**config.mk**
```make
export PLATFORM = sky130hd
export DESIGN_NAME = position_sample_filter_scaler
export DESIGN_NICKNAME = d
export VERILOG_FILES = /design/src/design/psfs_pkg.sv /design/src/design/position_sample_filter_scaler.sv /design/src/design/psfs_div.sv
export SDC_FILE = /design/constraint.sdc
export NUM_CORES = 1
export LEC_CHECK = 0
export BUFFER_PORTS_ARGS = -buffer_cell sky130_fd_sc_hd__clkbuf_2
export CORE_UTILIZATION = 40
export CTS_CLUSTER_SIZE = 20
export DETAILED_ROUTE_END_ITERATION = 10
export GPL_TIMING_DRIVEN = 0
export SYNTH_ARGS = -nofsm -noshare
export SYNTH_HDL_FRONTEND = slang
export SYNTH_HIERARCHICAL = 1
export SYNTH_SLANG_ARGS = --single-unit
```
**constraint.sdc**
```tcl
create_clock -name clk -period 11.4 [get_ports clk]
set_input_delay 0.57 -clock clk [delete_from_list [all_inputs] [get_ports clk]]
set_output_delay 0.57 -clock clk [all_outputs]
set_load 0.01 [all_outputs]
```
**src/design/psfs_pkg.sv**
```systemverilog
// shared constants and types for the position sample filter and scaler
package psfs_pkg;

  // fixed field widths
  localparam int POS_BITS   = 12;
  localparam int PCT_BITS   = 15;
  localparam int IN_BITS    = 12;
  localparam int PROD_BITS  = 27;
  localparam int CFG_BITS   = 12;
  localparam int CFG_IDX_W  = 2;
  localparam int ITER_BITS  = 5;

  // parameter defaults
  localparam int RING_TAPS_DEF   = 5;
  localparam int SAMPLE_BITS_DEF = 12;

  // register reset values and scale
  localparam logic [POS_BITS-1:0] LOWER_RESET   = 12'd100;
  localparam logic [POS_BITS-1:0] UPPER_RESET   = 12'd3900;
  localparam logic [PCT_BITS-1:0] FULL_SCALE_Q8 = 15'd25600;

  // configuration register indexes
  typedef enum logic [CFG_IDX_W-1:0] {
    CFG_LOWER = 2'd0,
    CFG_UPPER = 2'd1,
    CFG_CAL   = 2'd2
  } cfg_idx_t;

  // divider launch control
  typedef struct packed {
    logic                 start;
    logic [ITER_BITS-1:0] iters;
  } div_ctl_t;

endpackage

```
**src/design/position_sample_filter_scaler.sv**
```systemverilog
// Good sample: the one bit-serial divider forms the ring mean (SAMPLE_BITS steps) and then
// the Q8 percentage (15 steps); no new input transfer is taken until the result is loaded
// into the output register. Errored sample skips the mean. A saturated or uncalibrated
// percentage skips the second division; a result still held in the output register stalls the next.
// Reset (synchronous, rst_n low) clears the ring, its running sum, slot and position.
module position_sample_filter_scaler
  import psfs_pkg::*;
#(
  parameter int RING_TAPS   = RING_TAPS_DEF,
  parameter int SAMPLE_BITS = SAMPLE_BITS_DEF
) (
  input  logic                 clk,
  input  logic                 rst_n,
  // input stream
  input  logic                 in_tvalid,
  output logic                 in_tready,
  input  logic [15:0]          in_tdata,   // [11:0] sample_value, [15:12] zero
  input  logic                 in_tuser,   // [0] sample_failed
  // result stream
  output logic                 out_tvalid,
  input  logic                 out_tready,
  output logic [31:0]          out_tdata,  // [11:0] position_value, [26:12] percent_q8
  // configuration writes
  input  logic                 cfg_we,
  input  logic [CFG_IDX_W-1:0] cfg_index,
  input  logic [CFG_BITS-1:0]  cfg_wdata
);

  localparam int SLOT_W = (RING_TAPS > 1) ? $clog2(RING_TAPS) : 1;
  localparam int SUM_W  = SAMPLE_BITS + $clog2(RING_TAPS);
  localparam int QMAX   = (SAMPLE_BITS > PCT_BITS) ? SAMPLE_BITS : PCT_BITS;
  localparam int CMP_W  = (SAMPLE_BITS > POS_BITS) ? SAMPLE_BITS : POS_BITS;
  localparam int EXT_W  = (SAMPLE_BITS > IN_BITS) ? SAMPLE_BITS : IN_BITS;

  typedef enum logic [2:0] {
    ST_IDLE,
    ST_MEAN,
    ST_SCALE,
    ST_PCT,
    ST_DONE
  } state_t;

  state_t                 state_r;
  logic [SAMPLE_BITS-1:0] ring_r [RING_TAPS];
  logic [SLOT_W-1:0]      slot_r;
  logic [SUM_W-1:0]       sum_r;
  logic [POS_BITS-1:0]    pos_r;
  logic [PCT_BITS-1:0]    pct_r;
  logic [POS_BITS-1:0]    lower_r;
  logic [POS_BITS-1:0]    upper_r;
  logic                   cal_r;
  logic                   out_tvalid_r;
  logic [POS_BITS-1:0]    out_pos_r;
  logic [PCT_BITS-1:0]    out_pct_r;

  logic                   in_xfer;
  logic                   good_xfer;
  logic [EXT_W-1:0]       sample_ext;
  logic [SAMPLE_BITS-1:0] sample_new;
  logic [SUM_W-1:0]       sum_nxt;
  logic [SLOT_W-1:0]      slot_nxt;

  logic [SAMPLE_BITS-1:0] mean;
  logic [CMP_W-1:0]       mean_ext;
  logic [POS_BITS-1:0]    clamp_pos;

  logic                   pct_zero;
  logic                   pct_full;
  logic [POS_BITS-1:0]    delta;
  logic [PROD_BITS-1:0]   prod;
  logic [POS_BITS-1:0]    span;

  div_ctl_t               div_ctl;
  logic [POS_BITS-1:0]    div_rem_init;
  logic [QMAX-1:0]        div_low_init;
  logic [POS_BITS-1:0]    div_divisor;
  logic [QMAX-1:0]        div_quot;
  logic                   div_done;

  assign in_tready = (state_r == ST_IDLE);
  assign in_xfer   = in_tvalid && in_tready;
  assign good_xfer = in_xfer && !in_tuser;

  // new sample into the running ring sum
  always_comb begin
    sample_ext = EXT_W'(in_tdata[IN_BITS-1:0]);
    sample_new = sample_ext[SAMPLE_BITS-1:0];
    sum_nxt    = sum_r - SUM_W'(ring_r[slot_r]) + SUM_W'(sample_new);
    slot_nxt   = (slot_r == SLOT_W'(RING_TAPS - 1)) ? '0 : slot_r + 1'b1;
  end

  // clamp the mean between the limits
  always_comb begin
    mean     = div_quot[SAMPLE_BITS-1:0];
    mean_ext = CMP_W'(mean);
    if (mean_ext < CMP_W'(lower_r)) begin
      clamp_pos = lower_r;
    end else if (mean_ext > CMP_W'(upper_r)) begin
      clamp_pos = upper_r;
    end else begin
      clamp_pos = POS_BITS'(mean);
    end
  end

  // percentage end points and scaled dividend, pos * 25600 as shifts
  always_comb begin
    pct_zero = !cal_r || (pos_r <= lower_r);
    pct_full = pos_r >= upper_r;
    delta    = pos_r - lower_r;
    span     = upper_r - lower_r;
    prod     = (PROD_BITS'(delta) << 14) + (PROD_BITS'(delta) << 13)
             + (PROD_BITS'(delta) << 10);
  end

  // divider launch: mean on a good sample, percentage inside the span
  always_comb begin
    div_ctl.start = 1'b0;
    div_ctl.iters = ITER_BITS'(PCT_BITS);
    div_rem_init  = prod[PROD_BITS-1:PCT_BITS];
    div_low_init  = QMAX'(prod[PCT_BITS-1:0]) << (QMAX - PCT_BITS);
    div_divisor   = span;
    if (state_r == ST_IDLE) begin
      div_ctl.start = good_xfer;
      div_ctl.iters = ITER_BITS'(SAMPLE_BITS);
      div_rem_init  = POS_BITS'(sum_nxt[SUM_W-1:SAMPLE_BITS]);
      div_low_init  = QMAX'(sum_nxt[SAMPLE_BITS-1:0]) << (QMAX - SAMPLE_BITS);
      div_divisor   = POS_BITS'(RING_TAPS);
    end else if (state_r == ST_SCALE) begin
      div_ctl.start = !pct_zero && !pct_full;
    end
  end

  psfs_div #(
    .VW (POS_BITS),
    .QW (QMAX)
  ) u_div (
    .clk      (clk),
    .rst_n    (rst_n),
    .ctl      (div_ctl),
    .rem_init (div_rem_init),
    .low_init (div_low_init),
    .divisor  (div_divisor),
    .quot     (div_quot),
    .done     (div_done)
  );

  // configuration registers
  always_ff @(posedge clk) begin
    if (!rst_n) begin
      lower_r <= LOWER_RESET;
      upper_r <= UPPER_RESET;
      cal_r   <= 1'b0;
    end else if (cfg_we) begin
      case (cfg_index)
        CFG_LOWER: lower_r <= cfg_wdata[POS_BITS-1:0];
        CFG_UPPER: upper_r <= cfg_wdata[POS_BITS-1:0];
        CFG_CAL:   cal_r   <= cfg_wdata[0];
        default:   ;
      endcase
    end
  end

  // sequencer, ring state and result register
  always_ff @(posedge clk) begin
    if (!rst_n) begin
      state_r      <= ST_IDLE;
      slot_r       <= '0;
      sum_r        <= '0;
      pos_r        <= '0;
      pct_r        <= '0;
      out_tvalid_r <= 1'b0;
      out_pos_r    <= '0;
      out_pct_r    <= '0;
      for (int i = 0; i < RING_TAPS; i++) begin
        ring_r[i] <= '0;
      end
    end else begin
      // result transfer frees the output register unless a new result loads it
      if (out_tvalid_r && out_tready && (state_r != ST_DONE)) begin
        out_tvalid_r <= 1'b0;
      end
      case (state_r)
        ST_IDLE: begin
          if (good_xfer) begin
            ring_r[slot_r] <= sample_new;
            sum_r          <= sum_nxt;
            slot_r         <= slot_nxt;
            state_r        <= ST_MEAN;
          end else if (in_xfer) begin
            state_r <= ST_SCALE;
          end
        end
        ST_MEAN: begin
          if (div_done) begin
            pos_r   <= clamp_pos;
            state_r <= ST_SCALE;
          end
        end
        ST_SCALE: begin
          if (pct_zero) begin
            pct_r   <= '0;
            state_r <= ST_DONE;
          end else if (pct_full) begin
            pct_r   <= FULL_SCALE_Q8;
            state_r <= ST_DONE;
          end else begin
            state_r <= ST_PCT;
          end
        end
        ST_PCT: begin
          if (div_done) begin
            pct_r   <= div_quot[PCT_BITS-1:0];
            state_r <= ST_DONE;
          end
        end
        ST_DONE: begin
          if (!out_tvalid_r || out_tready) begin
            out_tvalid_r <= 1'b1;
            out_pos_r    <= pos_r;
            out_pct_r    <= pct_r;
            state_r      <= ST_IDLE;
          end
        end
        default: state_r <= ST_IDLE;
      endcase
    end
  end

  assign out_tvalid = out_tvalid_r;
  assign out_tdata  = {5'b0, out_pct_r, out_pos_r};

`ifndef NO_ASSERTIONS
  // ring write pointer stays inside the ring
  a_slot_range: assert property (@(posedge clk) disable iff (!rst_n)
    slot_r <= SLOT_W'(RING_TAPS - 1))
    else $error("ring slot out of range");

  // divider completion only while the sequencer waits on it
  a_div_done_state: assert property (@(posedge clk) disable iff (!rst_n)
    div_done |-> (state_r == ST_MEAN || state_r == ST_PCT))
    else $error("divider done outside a wait state");

  // with ordered limits a fresh position lies between them
  a_clamp: assert property (@(posedge clk) disable iff (!rst_n)
    (state_r == ST_MEAN && div_done && lower_r <= upper_r)
      |=> (pos_r >= lower_r && pos_r <= upper_r))
    else $error("position outside limits");

  // percentage never exceeds full scale
  a_pct_range: assert property (@(posedge clk) disable iff (!rst_n)
    out_tvalid_r |-> out_pct_r <= FULL_SCALE_Q8)
    else $error("percentage above full scale");
`endif

endmodule

```
**src/design/psfs_div.sv**
```systemverilog
// bit-serial restoring divider, one quotient bit per cycle
module psfs_div
  import psfs_pkg::*;
#(
  parameter int VW = POS_BITS,
  parameter int QW = PCT_BITS
) (
  input  logic          clk,
  input  logic          rst_n,
  input  div_ctl_t      ctl,
  input  logic [VW-1:0] rem_init,
  input  logic [QW-1:0] low_init,
  input  logic [VW-1:0] divisor,
  output logic [QW-1:0] quot,
  output logic          done
);

  logic                 busy_r;
  logic [ITER_BITS-1:0] cnt_r;
  logic [VW-1:0]        rem_r;
  logic [QW-1:0]        sh_r;
  logic [VW-1:0]        div_r;

  logic [VW+1:0]        diff;
  logic                 ge;
  logic [VW-1:0]        rem_nxt;
  logic [QW-1:0]        sh_nxt;

  // trial subtract of the divisor from the partial remainder
  always_comb begin
    diff    = {1'b0, rem_r, sh_r[QW-1]} - {2'b00, div_r};
    ge      = ~diff[VW+1];
    rem_nxt = ge ? diff[VW-1:0] : {rem_r[VW-2:0], sh_r[QW-1]};
    sh_nxt  = {sh_r[QW-2:0], ge};
  end

  // iteration control
  always_ff @(posedge clk) begin
    if (!rst_n) begin
      busy_r <= 1'b0;
      cnt_r  <= '0;
    end else if (ctl.start) begin
      busy_r <= 1'b1;
      cnt_r  <= ctl.iters;
    end else if (busy_r) begin
      if (cnt_r != '0) begin
        cnt_r <= cnt_r - 1'b1;
      end else begin
        busy_r <= 1'b0;
      end
    end
  end

  // remainder and dividend/quotient shift register
  always_ff @(posedge clk) begin
    if (ctl.start) begin
      rem_r <= rem_init;
      sh_r  <= low_init;
      div_r <= divisor;
    end else if (busy_r && cnt_r != '0) begin
      rem_r <= rem_nxt;
      sh_r  <= sh_nxt;
    end
  end

  assign quot = sh_r;
  assign done = busy_r && (cnt_r == '0);

endmodule
```
# Word level (Yosys, flattened, before mapping)
# Memories as Yosys holds them, arrays and structs flattened. A register that Yosys moved wholly into a read port is not among the register bits.
# Cells that the tools add are included.
[classes]
n_eq_ne = 13
n_lt_le_gt_ge = 4
bitwise = 1
n_reduce_logical = 32
muxes = 44
add_sub_neg = 9
[ops]
columns = ["op", "count"]
rows = [
  ["15-bit 2-to-1 mux", 6],
  ["12-bit 2-to-1 mux", 7],
  ["3-bit 2-to-1 mux", 11],
  ["15-bit case mux with 2 select lines", 1],
  ["26-bit by 25-bit adder with 27-bit output", 1],
  ["27-bit by 22-bit adder with 27-bit output", 1],
  ["12-bit subtractor", 2],
  ["15-bit by 12-bit adder with 15-bit output", 1],
  ["5-bit 2-to-1 mux", 3],
  ["3-bit case mux with 5 select lines", 1],
  ["15-bit by 12-bit subtractor with 15-bit output", 1],
  ["1-bit 2-to-1 mux", 14],
  ["2-bit AND reduction", 7],
  ["13-bit by 12-bit subtractor with 14-bit output", 1],
  ["12-bit greater-or-equal comparator", 1],
  ["12-bit greater-than comparator", 1],
  ["12-bit <= comparator", 1],
  ["12-bit less-than comparator", 1],
  ["12-bit OR reduction", 1],
  ["2-bit nonzero test", 4],
  ["1-bit logical AND", 7],
  ["3-bit by 2-bit == test with 1-bit output (second input constant)", 2],
  ["3-bit == test (second input constant)", 2],
  ["2-bit != test (second input constant)", 3],
  ["other kinds (17)", 23],
]
[totals]
mem_count = 1
reg_bits = 146
ram_bits = 60
output_inout_bits = 34
[mem_list]
columns = ["memory", "depth", "width", "rd", "rd_clocked_by_memory_dff", "write_ports", "line_no", "rtl"]
rows = [
  ["ring_r", 5, 12, 1, 1, 5, "position_sample_filter_scaler.sv:44", "logic [SAMPLE_BITS-1:0] ring_r [RING_TAPS];"],
]

# Depth between registers and ports, before layout
# Gate-level depths: netlist (run 1).
[depth]
depth_word = 9
mapped_depth = 23

# By module
# The synthesis (run 1) kept the hierarchy.
[modules_own_cells]
columns = ["module", "instances", "cells_each", "seq_area_each_um2", "area_per_inst_um2"]
rows = [
  ["position_sample_filter_scaler", 1, 1205, 4964.8, 12129.1],
  ["psfs_div", 1, 230, 1291.2, 2646.3],
]

# Worst setup path after synthesis (run 1)
# OpenSTA, ideal clock, no wires.
[synth_timing]
kind = "reg-to-reg"
start = "register lower_r[0]"
end = "register u_div.rem_r[9] (data pin)"
path_stages_with_launch = 23
synth_period_minus_slack_ns = 4.311
path_slack_ns = 7.089
n_path_buf = 0
arrival_ns = 4.046
required_ns = 11.135
cell_sequence = "dfxtp_1 > ha_1 > inv_1 > fa_1 > nand2_1 > nand2_1 > a21oi_1 > xnor2_1 > inv_1 > fa_1 > inv_1 > ha_1 > fa_1 > a21o_1 > a21oi_1 > o21ai_0 > o211ai_1 > o21ai_0 > xnor2_1 > nor2_1 > and2_1 > a41oi_1 > o31ai_2"
[synth_between]
word_cells_on_any_way = 11
cone_classes = "add/sub: 3; order compare: 1; mux: 4; reduce/logical: 3"
[synth_rtl]
columns = ["item", "line_no", "rtl"]
rows = [
  ["start, declared", "position_sample_filter_scaler.sv:49", "logic [POS_BITS-1:0] lower_r;"],
  ["start signal, assigned", "position_sample_filter_scaler.sv:155", "CFG_LOWER: lower_r <= cfg_wdata[POS_BITS-1:0];"],
  ["12-bit subtractor (*)", "position_sample_filter_scaler.sv:109", "delta = pos_r - lower_r;"],
  ["26-bit by 25-bit adder with 27-bit output", "position_sample_filter_scaler.sv:111", "prod = (PROD_BITS'(delta) << 14) + (PROD_BITS'(delta) << 13)"],
  ["27-bit by 22-bit adder with 27-bit output (*)", "position_sample_filter_scaler.sv:112", "+ (PROD_BITS'(delta) << 10);"],
  ["12-bit 2-to-1 mux (*)", "position_sample_filter_scaler.sv:122", "if (state_r == ST_IDLE) begin"],
  ["net div_rem_init[9]", "position_sample_filter_scaler.sv:74", "logic [POS_BITS-1:0] div_rem_init;"],
  ["12-bit 2-to-1 mux (*)", "psfs_div.sv:56", "if (ctl.start) begin"],
  ["end signal, assigned", "psfs_div.sv:57", "rem_r <= rem_init;"],
  ["end signal, assigned", "psfs_div.sv:61", "rem_r <= rem_nxt;"],
  ["end, declared", "psfs_div.sv:20", "logic [VW-1:0] rem_r;"],
]
# Mark *: on every way through the listed nets, which the timed path passes. The rest lies on a longest branch.
# A chain may end at the register's enable or synchronous reset.

# Final worst setup path (run 1)
[layout_timing]
start = "register lower_r[1]"
end = "register u_div.rem_r[10] (data pin)"
# The elaborated chain is that of the path after synthesis.

==> flow_summary.ini, run 1 <==
[outcome]
status = completed

[cells_and_area]
final_area_um2 = 16600
mostFrequentLayoutCells = 164 x nand2_1, 135 x edfxtp_1, 115 x inv_1, 110 x dfxtp_1, 109 x ha_1
fillers = 3458
insertedDiodeCount = 0
area_delta_synth_final_pct = 12.1
nets = 1700
final_common_cell = nand2_1
drive_above_1_share_pct = 13.5

[placement]
hpwl_mm = 28.0
io_buffers = 60
place_area_um2 = 15700
gp_congestion = 0.868

[drt]
drtIter0Drc = 573
drt_first_pass_iters = 5
drc = 0
wl_mm = 37.0
post_drt_wl_per_cell_um = 18.3
ant_nets = 0
via_count = 10723
vias_per_cell = 5.30

[synthesis]
synth_ff_type = edfxtp_1
ys_seq_area_share_pct = 42.3
ys_seq_elements = 245
ys_async_sr_fraction_pct = 0
synth_area_leader_cell = edfxtp_1
synth.avg_cell_area_um2 = 10.3
synth-edff-count = 135
syn_inst = 1435
synthTopCellsByArea = edfxtp_1 27%, dfxtp_1 15%, ha_1 9.2%, nand2_1 4.2%, mux4_2 3.7%
synth_top_area_share_pct = 27.4
synth_area_um2 = 14800
yosysWarnings = 6
synth.distinct_cells = 80

[power]
p_switching_mw = 0.821
cellLeakagePower_nw = 6.69
powerDensity_nw_per_um2 = 156
power_frac_seq_pct = 40.0
swShare_pct = 31.9
ir_worst_vdd_mv = 0.112
p_clk_share_pct = 33.0
p_comb_share_pct = 27.1
internal_power_mw = 1.76

[grt]
grt_pass1_vias = 10895
antenna_found_initial = 0
track_usage_pct = 20.0
grt_overflow = 0
grt_max_degree = 29
grt_pass1_wl_mm = 59.9

[clock_network]
clock-sinks = 245
cts_max_level = 1
holdBufCountCts = 0
cts_resized = 0
clock_latency_ns = 0.57
clk_pin_slew_ns = 0.06
cts_buffers = 27
postCtsSetupRepairBufs = 0
cts_buffer_depth = 3
tritoncts = built
cts_root_buf = clkbuf_16

[floorplanning]
die_x_um = 194
die_y_um = 194
pin_count = 70
die-area_um2 = 37700
core_area_um2 = 36400
rows = 70
initial_utilization_pct = 40.6

[sta]
period_share_pct = 43.9
max-slew-margin-rel_pct = 6.17
finalHoldViolCount = 0
rsz0062_at_grt = no
min_period_ns = 5.01
finalSetupTns_ns = 0
finalMaxSlewViolations = 0
worst_slew_pin_slew_ns = 1.41
finClkSkew_ns = 0.0147
fmax_mhz = 200
finalSetupViolations = 0

[critical_path]
required_ns = 11.71
startpoint_type = flip-flop
critPathArrivalTime_ns = 5.32
crit_fanout = 5
crit_type = reg -> reg
end_kind = flip-flop

[run]
maxCapViolCount = 0

[hold_path]
hp-class = in -> reg
kinds of logic after synthesis:
group,share of synthesized area [%]
simple gates,15.6
mux,6.75
flops,42.3
compound gates,15.0
other cells,0.0508
buf+inv,5.02
xor+xnor,3.26
fa+ha+maj,11.9
registers in the layout, summed over array words and instances (netlist names), named ones only:
name,flops
pct_r,15
sum_r,15
upper_r,12
pos_r,12
lower_r,12
ring_r,96
out_tvalid,1
u_div/div_r,12
out_pos_r,12
u_div/quot,15
slot_r,3
out_pct_r,15
u_div/busy_r,1
u_div/cnt_r,5
u_div/rem_r,12
cal_r,1
state_r,3
stage by stage:
step                hold slack [ns]  utilization [%]  worst slack (ns)  instances  power (mW)
global placement              0.444             43.1              6.49       1972        1.73
floorplan                     0.431                -              7.09       1444        1.57
CTS                           0.233             45.5              6.40       2024        2.60
global route                  0.259             45.5              6.07       2024        2.72
finish                        0.252             45.5              6.39       2024        2.58
detailed placement            0.450             43.2              6.43       1974        1.74
critical path, stage by stage, from the launching register on:
cell and delay [ns]:
dfxtp_1 0.44, inv_1 0.15, ha_1 0.32, nor2b_1 0.13
o21ai_0 0.11, a21oi_1 0.29, nor3_1 0.10, xnor2_1 0.51
fa_1 0.55, ha_1 0.32, a21o_1 0.16, a21oi_1 0.31
o21a_1 0.18, o21ai_0 0.12, o41ai_1 0.37, xor2_1 0.20
nor2_1 0.05, and2_1 0.16, a41oi_1 0.17, o21ai_0 0.11
routing by layer:
layer	vias to the layer above	global-route usage, %	part of all wire, %	wire length, um
met4	0	5.61	2.2	813
met5	-	0	0	0
li1	5334	-	-	-
met2	250	32.3	44	16400
met1	5093	28.4	49	18300
met3	46	2.31	4.2	1550
Yosys cell counts (12+ instances only):
library cell	number
a221o_1	14
inv_1	115
clkbuf_1	40
and2_1	82
xnor2_1	27
nand3_1	29
nand2_1	164
nor3_1	21
nor2_1	51
edfxtp_1	135
a21boi_0	60
o21ai_0	49
o211ai_1	18
nor4_1	14
fa_1	20
a21oi_1	45
o21a_1	12
nand2b_1	15
ha_1	109
dfxtp_1	110
nor2b_1	15
a21o_1	33
mux4_2	24
xor2_1	28
nand4_1	12
mux2_2	37
cell type report:
| class | count | area [um^2] | area share, % |
|---|---|---|---|
| clock buffer | 34 | 712 | 4.30 |
| inverter | 117 | 439 | 2.65 |
| tap | 468 | 586 | 3.54 |
| sequential | 245 | 6260 | 37.8 |
| timing repair buffer | 62 | 323 | 1.95 |
| clock inverter | 16 | 123 | 0.740 |
| multi-input combinational | 1016 | 7820 | 47.2 |
| buffer | 66 | 303 | 1.83 |
worst paths after layout:
path / start / endpoint / slack [ns] / cells past startpoint
max: lower_r[1] / u_div/rem_r[10] / 6.39 / 19
max reg2reg: lower_r[1] / u_div/rem_r[10] / 6.39 / 19
min reg2reg: pct_r[0] / pct_r[0] / 0.46 / 2
min: cfg_wdata[1] / lower_r[1] / 0.25 / 3
power by group through the flow:
stage	logic (mW)	clock network, mW	registers, mW
floorplan	0.537	0	1.03
global placement	0.686	0	1.05
detailed placement	0.694	0	1.05
CTS	0.699	0.868	1.03
global route	0.789	0.894	1.04
finish	0.698	0.849	1.03
No activity file was read; power rests on OpenSTA's default activity.
==> inputs of run 2 (changes only) <==
clock period = 4.2 ns   (was 11.4 ns; I/O delays follow)
==> flow_summary.ini, run 2 (synthesis results as in run 1) <==
[placement]
place_worst_setup_slack_ns = -0.646
gp_congestion = 0.834
hpwl_mm = 28.2
io_buffers = 60

[drt]
via_count = 11036
post_drt_wl_per_cell_um = 18.0
drtIter0Drc = 633
drt_first_pass_iters = 5
ant_nets = 0
drc = 0
wl_mm = 37.4
vias_per_cell = 5.30

[critical_path]
r2r_setup_slack_ns = -0.02
cpMaxStageDelayCell = fa_2
startpoint_type = flip-flop
max_stage_delay_ns = 0.36
crit_type = reg -> reg
critPathArrivalTime_ns = 4.49
crit_chain = inv_4 > ha_4 > inv_2 > fa_2 > buf_6 > a211oi_4 > o21ai_4 > o31ai_4 > nor2b_1 > o21ai_1 > nand2b_1 > xor2_2 > ha_4 > a21o_1 > ha_4 > and2_4 > o21ai_2 > o21ai_2 > o41ai_2 > xor2_1 > nor2_1 > and2_1 > a41oi_2 > o21ai_1
crit_top_cell = ha_4
required_ns = 4.48
end_kind = flip-flop
crit_fanout = 3

[grt]
grt_max_degree = 29
antenna_found_initial = 0
grt_pass1_wl_mm = 59.9
grt_pass1_vias = 11120
grt_overflow = 0
track_usage_pct = 20.0

[clock_network]
clk_pin_slew_ns = 0.06
clock-sinks = 245
cts_max_level = 1
tritoncts = built
cts_buffers = 26
clock_latency_ns = 0.56
cts_buffer_depth = 3
cts_root_buf = clkbuf_16

[sta]
period_share_pct = 100
max-slew-margin-rel_pct = 9.63
finalSetupViolations = 1
finClkSkew_ns = 0.0223
min_period_ns = 4.22
setup_ws_ns = -0.0164
fmax_mhz = 237
worst_slew_pin_slew_ns = 1.35
finalMaxSlewViolations = 0
rsz0062_at_grt = yes
finalHoldViolCount = 0

[power]
cellLeakagePower_nw = 7.08
ir_worst_vdd_mv = 0.300
powerDensity_nw_per_um2 = 413
total_power_mw = 7.25

[outcome]
status = complete, but fails checks
failed_checks = negative setup slack

[cells_and_area]
final_common_cell = nand2_1
largest_reg_flops = 96
drive_above_1_share_pct = 20.3
mostFrequentLayoutCells = 164 x nand2_1, 135 x edfxtp_1, 111 x inv_1, 104 x dfxtp_1, 93 x ha_1
regMostFlops = ring_r
insertedDiodeCount = 0
nets = 1759
area_delta_synth_final_pct = 19.0

[floorplanning]
die_x_um = 194
rows = 70
pin_count = 70
die_y_um = 194
initial_utilization_pct = 40.6
core_area_um2 = 36400
die-area_um2 = 37700

[hold_path]
hp-class = in -> reg

[run]
maxCapViolCount = 0
-- run 2: changes by cell type in the layout (fill, tap and decap cells not counted), sizes merged --
cell,change
buf,+37
dlygate4sd3,+24
clkbuf,-6
clkinv,+5
clkinvlp,-1
inv,-1
-- run 2: repair_timing --
item / 4_1_cts / 5_1_grt
hold buffers: 24 / 0
resized for setup: 57 / 41
endpoints found under the hold margin: 61 / 0
buffers inserted: 18 / 22
pin swaps: 16 / 25
endpoints found under the setup margin: 55 / 41
-- run 2: cell type report --
cell class	instances	area, um^2
fillers	3395	18900
multi-input cells	1016	8250
flip-flops and latches	245	6270
repair buffers	124	868
clock buffers	29	682
well taps	468	586
inverters	117	442
plain buffers	64	342
clock inverters	19	139
-- run 2: through the flow --
stage               TNS, ns  util (%)  instance area (um^2)  cells  hold WS (ns)
global route         -0.725      48.3                 17600   2082        0.0810
CTS                 -0.0956      47.2                 17200   2062       0.00200
floorplan                 0         -                 14900   1444         0.309
global placement     -13.79      43.2                 15800   1972         0.447
finish              -0.0164      48.3                 17600   2082        0.0309
detailed placement   -17.45      43.3                 15800   1974         0.458
-- run 2: routing by layer --
| layer | GRT usage (%) | share of wire (%) |
|---|---|---|
| met1 | 28.0 | 48 |
| met2 | 32.0 | 45 |
| met3 | 2.04 | 4.0 |
| met4 | 7.11 | 3.0 |
| met5 | 0 | 0 |
-- run 2: power by group --
part	internal, mW	switching, mW	total [mW]	leakage [nW]
Combinational	1.02	1.21	2.23	4.46
Clock	1.24	0.989	2.22	0.415
Sequential	2.69	0.111	2.80	2.21
Total	4.94	2.31	7.25	7.08
-- run 2: path summary, 6_finish.rpt --
kind                                   start               to  cells after the start
worst max-delay path                pos_r[0]  u_div/rem_r[10]                     24
worst min-delay path              out_tready       out_tvalid                      3
worst min register to register  out_pos_r[3]     out_pos_r[3]                      2
worst max register to register      pos_r[0]  u_div/rem_r[10]                     24
-- run 2: critical path: cells and delay by family (launching register included) --
kind	cells	cell delay [ns]
buffers and inverters	3	0.24
DFF	1	0.34
adders and majority gates	4	0.90
xor gates and xnor gates	2	0.37
AOI/OAI and AO/OA	10	1.55
and+or+nand+nor	5	0.54
